**config.mk**
```make
export PLATFORM = sky130hd
export DESIGN_NAME = sbq_cell
export DESIGN_NICKNAME = d
export VERILOG_FILES = /design/src/sbq_pkg.sv /design/src/sbq_cell.sv
export SDC_FILE = /design/constraint.sdc
export NUM_CORES = 2
export LEC_CHECK = 0
export CORE_ASPECT_RATIO = 0.9
export CORE_MARGIN = 2
export CORE_UTILIZATION = 25
export DETAILED_ROUTE_END_ITERATION = 10
export DONT_BUFFER_PORTS = 1
export HOLD_SLACK_MARGIN = 0.1
export SETUP_SLACK_MARGIN = 0.02
export SYNTH_ARGS = -nofsm -noshare
export SYNTH_HDL_FRONTEND = slang
export SYNTH_SLANG_ARGS = --single-unit
export TNS_END_PERCENT = 5
```
**constraint.sdc**
```tcl
create_clock -name aclk -period 15.05 [get_ports aclk]
set_input_delay 3.7625 -clock aclk [delete_from_list [all_inputs] [get_ports aclk]]
set_output_delay 3.7625 -clock aclk [all_outputs]
set_load 0.05 [all_outputs]
```
**src/sbq_pkg.sv**
```systemverilog
// Package for the stacked biquad cascade: widths, types, register codes,
// rounding and saturation helpers. No dependencies.
`default_nettype none

package sbq_pkg;

    localparam int SAMPLE_BITS     = 24;
    localparam int COEF_FRAC_BITS  = 19;
    localparam int STATE_BITS      = 40;
    localparam int COEF_FIELD_BITS = 21;
    localparam int SPLIT_BITS      = 24;
    localparam int COEF_WORD_BITS  = 3 * COEF_FIELD_BITS;
    localparam int WIDE_BITS       = STATE_BITS + COEF_FIELD_BITS + 2;
    localparam int MOP_BITS        = SPLIT_BITS + 1;
    localparam int MPROD_BITS      = MOP_BITS + COEF_FIELD_BITS;

    localparam int NUM_CELLS       = 6;
    localparam int HP_CELLS        = 3;
    localparam int CFG_INDEX_BITS  = 3;

    typedef logic signed [SAMPLE_BITS-1:0]     sample_t;
    typedef logic signed [STATE_BITS-1:0]      state_t;
    typedef logic signed [WIDE_BITS-1:0]       wide_t;
    typedef logic signed [COEF_FIELD_BITS-1:0] coef_t;
    typedef logic signed [MOP_BITS-1:0]        mop_t;
    typedef logic signed [MPROD_BITS-1:0]      mprod_t;

    typedef struct packed {
        logic engage;
        logic a1_neg;
        logic clear_on_bypass;
    } cell_ctrl_t;

    // configuration register indexes
    localparam logic [CFG_INDEX_BITS-1:0] REG_HP_STAGE1 = 3'd0;
    localparam logic [CFG_INDEX_BITS-1:0] REG_HP_STAGE2 = 3'd1;
    localparam logic [CFG_INDEX_BITS-1:0] REG_HP_STAGE3 = 3'd2;
    localparam logic [CFG_INDEX_BITS-1:0] REG_LP_STAGE1 = 3'd3;
    localparam logic [CFG_INDEX_BITS-1:0] REG_LP_STAGE2 = 3'd4;
    localparam logic [CFG_INDEX_BITS-1:0] REG_LP_STAGE3 = 3'd5;
    localparam logic [CFG_INDEX_BITS-1:0] REG_HP_ENGAGE = 3'd6;
    localparam logic [CFG_INDEX_BITS-1:0] REG_LP_ENGAGE = 3'd7;

    localparam wide_t ROUND_HALF = wide_t'(1) <<< (COEF_FRAC_BITS - 1);
    localparam wide_t STATE_MAX_W =
        {{(WIDE_BITS-STATE_BITS+1){1'b0}}, {(STATE_BITS-1){1'b1}}};
    localparam wide_t STATE_MIN_W =
        {{(WIDE_BITS-STATE_BITS+1){1'b1}}, {(STATE_BITS-1){1'b0}}};
    localparam state_t SAMPLE_MAX_S =
        {{(STATE_BITS-SAMPLE_BITS+1){1'b0}}, {(SAMPLE_BITS-1){1'b1}}};
    localparam state_t SAMPLE_MIN_S =
        {{(STATE_BITS-SAMPLE_BITS+1){1'b1}}, {(SAMPLE_BITS-1){1'b0}}};

    // round-half-up of a raw product back to sample LSB units
    function automatic wide_t rnd_prod(input wide_t v);
        return (v + ROUND_HALF) >>> COEF_FRAC_BITS;
    endfunction

    function automatic state_t sat_state(input wide_t v);
        wide_t c;
        c = v;
        if (v > STATE_MAX_W) begin
            c = STATE_MAX_W;
        end else if (v < STATE_MIN_W) begin
            c = STATE_MIN_W;
        end
        return c[STATE_BITS-1:0];
    endfunction

    function automatic sample_t sat_sample(input state_t v);
        state_t c;
        c = v;
        if (v > SAMPLE_MAX_S) begin
            c = SAMPLE_MAX_S;
        end else if (v < SAMPLE_MIN_S) begin
            c = SAMPLE_MIN_S;
        end
        return c[SAMPLE_BITS-1:0];
    endfunction

endpackage

`default_nettype wire

```
**src/sbq_cell.sv**
```systemverilog
// One transposed DF-II biquad cell with its own delay pair and a shared
// split multiplier. Depends on sbq_pkg.
`default_nettype none

module sbq_cell
    import sbq_pkg::*;
(
    input  logic                      aclk,
    input  logic                      aresetn,
    input  cell_ctrl_t                ctrl,
    input  logic [COEF_WORD_BITS-1:0] coef_word,
    input  logic                      in_valid,
    output logic                      in_ready,
    input  state_t                    in_x,
    output logic                      out_valid,
    input  logic                      out_ready,
    output state_t                    out_y
);

    localparam int STEP_BITS = 4;
    localparam logic [STEP_BITS-1:0] S_IDLE = 4'd0;
    localparam logic [STEP_BITS-1:0] S_MXL  = 4'd1;
    localparam logic [STEP_BITS-1:0] S_MXH  = 4'd2;
    localparam logic [STEP_BITS-1:0] S_PX   = 4'd3;
    localparam logic [STEP_BITS-1:0] S_Y    = 4'd4;
    localparam logic [STEP_BITS-1:0] S_MYL1 = 4'd5;
    localparam logic [STEP_BITS-1:0] S_MYH1 = 4'd6;
    localparam logic [STEP_BITS-1:0] S_MYL2 = 4'd7;
    localparam logic [STEP_BITS-1:0] S_MYH2 = 4'd8;
    localparam logic [STEP_BITS-1:0] S_D1   = 4'd9;
    localparam logic [STEP_BITS-1:0] S_DONE = 4'd10;

    logic [STEP_BITS-1:0] state_reg, state_next;
    logic                 out_valid_reg, out_valid_next;
    state_t               d0_reg, d0_next;
    state_t               d1_reg, d1_next;
    state_t               x_reg, x_next;
    state_t               y_reg, y_next;
    wide_t                acc_reg, acc_next;
    wide_t                pa_reg, pa_next;
    wide_t                ta_reg, ta_next;
    mprod_t               prod_reg;

    coef_t  a0, b1, b2;
    state_t mul_val;
    coef_t  mul_coef;
    logic   mul_hi;
    mop_t   mul_a;
    mprod_t mul_p;
    wide_t  acc_lo;
    wide_t  acc_hi;
    wide_t  acc_rnd;
    wide_t  two_p;

    assign a0 = coef_word[COEF_FIELD_BITS-1:0];
    assign b1 = coef_word[2*COEF_FIELD_BITS-1:COEF_FIELD_BITS];
    assign b2 = coef_word[3*COEF_FIELD_BITS-1:2*COEF_FIELD_BITS];

    // operand select: value split into unsigned low part and signed high part
    always_comb begin
        mul_val  = x_reg;
        mul_coef = a0;
        mul_hi   = 1'b0;
        case (state_reg)
            S_MXL: begin
            end
            S_MXH: begin
                mul_hi = 1'b1;
            end
            S_MYL1: begin
                mul_val  = y_reg;
                mul_coef = b1;
            end
            S_MYH1: begin
                mul_val  = y_reg;
                mul_coef = b1;
                mul_hi   = 1'b1;
            end
            S_MYL2: begin
                mul_val  = y_reg;
                mul_coef = b2;
            end
            S_MYH2: begin
                mul_val  = y_reg;
                mul_coef = b2;
                mul_hi   = 1'b1;
            end
            default: begin
            end
        endcase
        if (mul_hi) begin
            mul_a = mop_t'($signed(mul_val[STATE_BITS-1:SPLIT_BITS]));
        end else begin
            mul_a = $signed({1'b0, mul_val[SPLIT_BITS-1:0]});
        end
    end

    assign mul_p   = mul_a * mul_coef;
    assign acc_lo  = wide_t'(prod_reg);
    assign acc_hi  = acc_reg + (wide_t'(prod_reg) <<< SPLIT_BITS);
    assign acc_rnd = rnd_prod(acc_reg);
    assign two_p   = acc_reg <<< 1;

    assign in_ready  = (state_reg == S_IDLE) && !out_valid_reg;
    assign out_valid = out_valid_reg;
    assign out_y     = y_reg;

    always_comb begin
        state_next     = state_reg;
        out_valid_next = out_valid_reg && !out_ready;
        d0_next        = d0_reg;
        d1_next        = d1_reg;
        x_next         = x_reg;
        y_next         = y_reg;
        acc_next       = acc_reg;
        pa_next        = pa_reg;
        ta_next        = ta_reg;
        case (state_reg)
            S_IDLE: begin
                if (in_valid && in_ready) begin
                    if (ctrl.engage) begin
                        x_next     = in_x;
                        state_next = S_MXL;
                    end else begin
                        y_next         = in_x;
                        out_valid_next = 1'b1;
                        if (ctrl.clear_on_bypass) begin
                            d0_next = '0;
                            d1_next = '0;
                        end
                    end
                end
            end
            S_MXL: begin
                state_next = S_MXH;
            end
            S_MXH: begin
                acc_next   = acc_lo;
                state_next = S_PX;
            end
            S_PX: begin
                acc_next   = acc_hi;
                state_next = S_Y;
            end
            S_Y: begin
                // acc holds x*a0; a1 product is exactly twice it, negated when a1_neg is set
                pa_next    = acc_rnd;
                ta_next    = ctrl.a1_neg ? rnd_prod(-two_p) : rnd_prod(two_p);
                y_next     = sat_state(acc_rnd + wide_t'(d0_reg));
                state_next = S_MYL1;
            end
            S_MYL1: begin
                state_next = S_MYH1;
            end
            S_MYH1: begin
                acc_next   = acc_lo;
                state_next = S_MYL2;
            end
            S_MYL2: begin
                acc_next   = acc_hi;
                state_next = S_MYH2;
            end
            S_MYH2: begin
                d0_next    = sat_state(ta_reg - acc_rnd + wide_t'(d1_reg));
                acc_next   = acc_lo;
                state_next = S_D1;
            end
            S_D1: begin
                acc_next   = acc_hi;
                state_next = S_DONE;
            end
            S_DONE: begin
                d1_next        = sat_state(pa_reg - acc_rnd);
                out_valid_next = 1'b1;
                state_next     = S_IDLE;
            end
            default: begin
                state_next = S_IDLE;
            end
        endcase
    end

    always_ff @(posedge aclk) begin
        if (!aresetn) begin
            state_reg     <= S_IDLE;
            out_valid_reg <= 1'b0;
            d0_reg        <= '0;
            d1_reg        <= '0;
        end else begin
            state_reg     <= state_next;
            out_valid_reg <= out_valid_next;
            d0_reg        <= d0_next;
            d1_reg        <= d1_next;
        end
    end

    always_ff @(posedge aclk) begin
        x_reg    <= x_next;
        y_reg    <= y_next;
        acc_reg  <= acc_next;
        pa_reg   <= pa_next;
        ta_reg   <= ta_next;
        prod_reg <= mul_p;
    end

endmodule

`default_nettype wire

```
==> results_tabular.tex <==
\begin{tabular}{lr}
\hline
Metric & Value \\
\hline
\multicolumn{2}{l}{\textbf{Critical path}} \\
Cell repeated most along the worst path & fa\_1 \\
Required time of the critical path & 15.54 ns \\
Flop2flop setup slack & 3.22 ns \\
Critical Path Max Stage Delay & 0.58 ns \\
Worst path arrival time & 12.52 ns \\
Number of buffers and inverters on the critical path & 7 \\
Type of element launching the critical path & primary input \\
Critical path start-end classification & in -> reg \\
Maximum fanout along the worst path & 13 \\
Highest-delay cell along the critical path & a21oi\_2 \\
Category of the worst setup path capture point & flop \\
Family with the most delay on the worst path & adder cells \\
\multicolumn{2}{l}{\textbf{Synth}} \\
Synthesized net count & 5698 \\
Dominant register cell in the synthesized netlist & edfxtp\_1 \\
Gate count of the mapped netlist & 4710 \\
Simple-gate share of the synthesized area & 0.134 \\
Biggest area consumer among synthesized cells & fa\_1 \\
Post-synthesis cell type count & 86 \\
Xor/xnor cell area share of the yosys netlist & 0.0585 \\
Post-synthesis register bit count & 362 \\
Adder-Cell Fraction of Synth Area & 0.354 \\
Most numerous cell types in the synthesized netlist & 745 x inv\_1, 582 x fa\_1, 548 x nand2\_1 \\
Count of flip-flops with a built-in enable after synthesis & 231 \\
Biggest area contributors in the synthesized netlist & fa\_1 27\%, edfxtp\_1 16\%, ha\_1 8.5\%, inv\_1 6.4\%, dfxtp\_1 6.0\% \\
Yosys warning count & 0 \\
Post-synthesis compound-gate area fraction & 0.148 \\
Seq/Total Area, Yosys & 0.220 \\
Mean post-synth cell area & 9.22 µm² \\
Post-synthesis instance area & 43400 µm² \\
Combinational family with the most area after synthesis & adder cells \\
Share of flip-flops with an asynchronous set or reset & 0 \\
Most frequent cell after synthesis & inv\_1 \\
Fraction of synthesized cell area taken by the top area cell type & 0.268 \\
Mux share of post-synthesis cell area & 0.00380 \\
\multicolumn{2}{l}{\textbf{Global routing}} \\
Overall fraction of global-route tracks in use & 0.155 \\
Largest net degree at the start of global routing & 72 \\
Total overflow reported by the global router & 0 \\
Via count of the first global-routing pass & 33477 \\
Antenna violations before repair & 0 \\
First-pass GRT wire length & 211000 µm \\
\multicolumn{2}{l}{\textbf{Die}} \\
Number of cell rows & 145 \\
Std-Cell Core Area & 173000 µm² \\
Boundary Pins & 152 \\
Starting utilization of the core area & 0.251 \\
Die Span Y & 399 µm \\
Die outline width & 443 µm \\
Die ar. & 177000 µm² \\
\multicolumn{2}{l}{\textbf{Final layout}} \\
Flip-flop count of the largest register after layout & 63 \\
Proportion of layout cells with a drive suffix above 1 & 0.0404 \\
Synthesis-to-layout area growth & 9.69\% \\
Post-layout net count & 5607 \\
Number of antenna cells inserted & 0 \\
\multicolumn{2}{l}{\textbf{Clocking}} \\
Post-CTS clock slew at the launch and capture registers of the worst setup and hold paths & 0.06 ns \\
Num Clock Sinks & 362 \\
Number of levels the H-tree was split into & 2 \\
Num CTS Buffers & 44 \\
CTS tree & built \\
Cells resized by post-CTS repair & 0 \\
Worst-skew pair later-pin latency & 0.62 ns \\
Setup fix buffers added after clock tree synthesis & 0 \\
Number of buffers on the longest clock path & 3 \\
Clock Tree Root & clkbuf\_16 \\
Hold bufs inserted after CTS & 0 \\
\multicolumn{2}{l}{\textbf{Detailed routing}} \\
Routed wire length & 141000 µm \\
Average wire per cell in the routed design & 20.3 µm \\
Detailed router's first-iteration violation count & 3075 \\
Average vias per placed instance & 4.89 \\
Post-detailed-route count of antenna-violating nets & 0 \\
Total number of vias & 33914 \\
Number of detailed-route iterations in the first pass & 6 \\
Number of DRC violations after detailed routing & 0 \\
\multicolumn{2}{l}{\textbf{Timing}} \\
Max-slew headroom & 0.114 \\
Post-route clock period utilization & 0.799 \\
Clock skew after layout & 0.0256 ns \\
Final number of setup-violating endpoints & 0 \\
Worst slew pin tran & 1.29 ns \\
Clock period minus final worst setup slack & 12.03 ns \\
Post-route setup TNS & 0 ns \\
Final Hold Fails & 0 \\
Max-slew violation count & 0 \\
RSZ-0062 raised after global routing & no \\
F\_max & 83.1 MHz \\
\multicolumn{2}{l}{\textbf{Placed design}} \\
Sum of net half-perimeters after detailed placement & 115000 µm \\
Global placer's final weighted congestion & 0.940 \\
Count of input and output buffers & 0 \\
\multicolumn{2}{l}{\textbf{Job}} \\
Number of maximum-capacitance constraint violations & 0 \\
\multicolumn{2}{l}{\textbf{Hold path}} \\
Tightest Hold Check Type & reg -> reg \\
\multicolumn{2}{l}{\textbf{Run status}} \\
Status & finished clean \\
\hline
\end{tabular}
cell usage in the layout, fill, tap and decap left out, types with 25 or more instances in the layout:
master,Yosys,final
nor2_1,351,347
a21oi_1,228,221
nand2b_1,48,48
and3_1,39,38
inv_1,745,744
nand4_1,36,36
buf_4,1,60
o21a_1,46,46
dfxtp_1,131,131
clkbuf_16,0,44
and2_1,67,67
a221o_1,128,128
xnor2_1,174,174
nand3_1,61,61
o21ai_0,157,157
fa_1,582,582
or3_1,25,25
ha_1,296,296
nand2_1,548,546
xor2_1,116,116
edfxtp_1,231,231
o21bai_1,25,25
a21o_1,125,125
nor2b_1,32,32
a31oi_1,29,28
nor3_1,36,36
cell families (layout without fill, tap and decap cells):
group,Yosys count,after routing
compound gates,923,923
xor+xnor,290,290
fa+ha+maj,878,878
buf+inv,943,888
flops,362,362
mux,15,15
simple gates,1299,1299
worst reg2reg max path, delay by kind of cell, from the launching register on:
kind | cells | cell delay, ns
and+or+nand+nor | 7 | 2.35
AOI/OAI and AO/OA | 9 | 2.71
adders and majority gates | 8 | 3.91
xor gates and xnor gates | 1 | 0.14
DFF | 1 | 0.52
buffers and inverters | 9 | 2.08
through the flow:
stage | cells | hold slack (ns) | instance area, µm² | worst slack, ns | utilization
floorplan | 4710 | 0.462 | 43400 | 3.66 | -
global placement | 6851 | 0.475 | 46100 | 2.53 | 0.267
detailed placement | 6851 | 0.481 | 46100 | 2.51 | 0.267
CTS | 6933 | 0.498 | 47600 | 3.14 | 0.275
global route | 6933 | 0.507 | 47600 | 2.56 | 0.275
finish | 6933 | 0.496 | 47600 | 3.02 | 0.275
layout make-up:
class	instances	area [µm²]
Sequential cell	362	9560
Inverter	746	2800
Timing Repair Buffer	60	450
Fill cell	18349	125000
Multi-Input combinational cell	3405	30500
Tap cell	2278	2850
Clock inverter	30	364
Clock buffer	52	1140
routing by layer:
layer,vias up,share of wire,GRT usage
met5,-,0,0
met4,0,0.042,0.0621
met3,171,0.064,0.0206
met2,1082,0.46,0.252
met1,17225,0.43,0.209
li1,15436,-,-
worst paths after layout:
kind         cells after the start     startpoint      endpoint
max                             30  coef_word[46]  prod_reg[45]
min                              1     d0_reg[23]    d0_reg[23]
max reg2reg                     34   state_reg[1]  prod_reg[45]
min reg2reg                      1     d0_reg[23]    d0_reg[23]
Power is left out: the tool's default activity adds up to more than one toggle a clock period on the data nets, which glitch-free logic cannot reach.
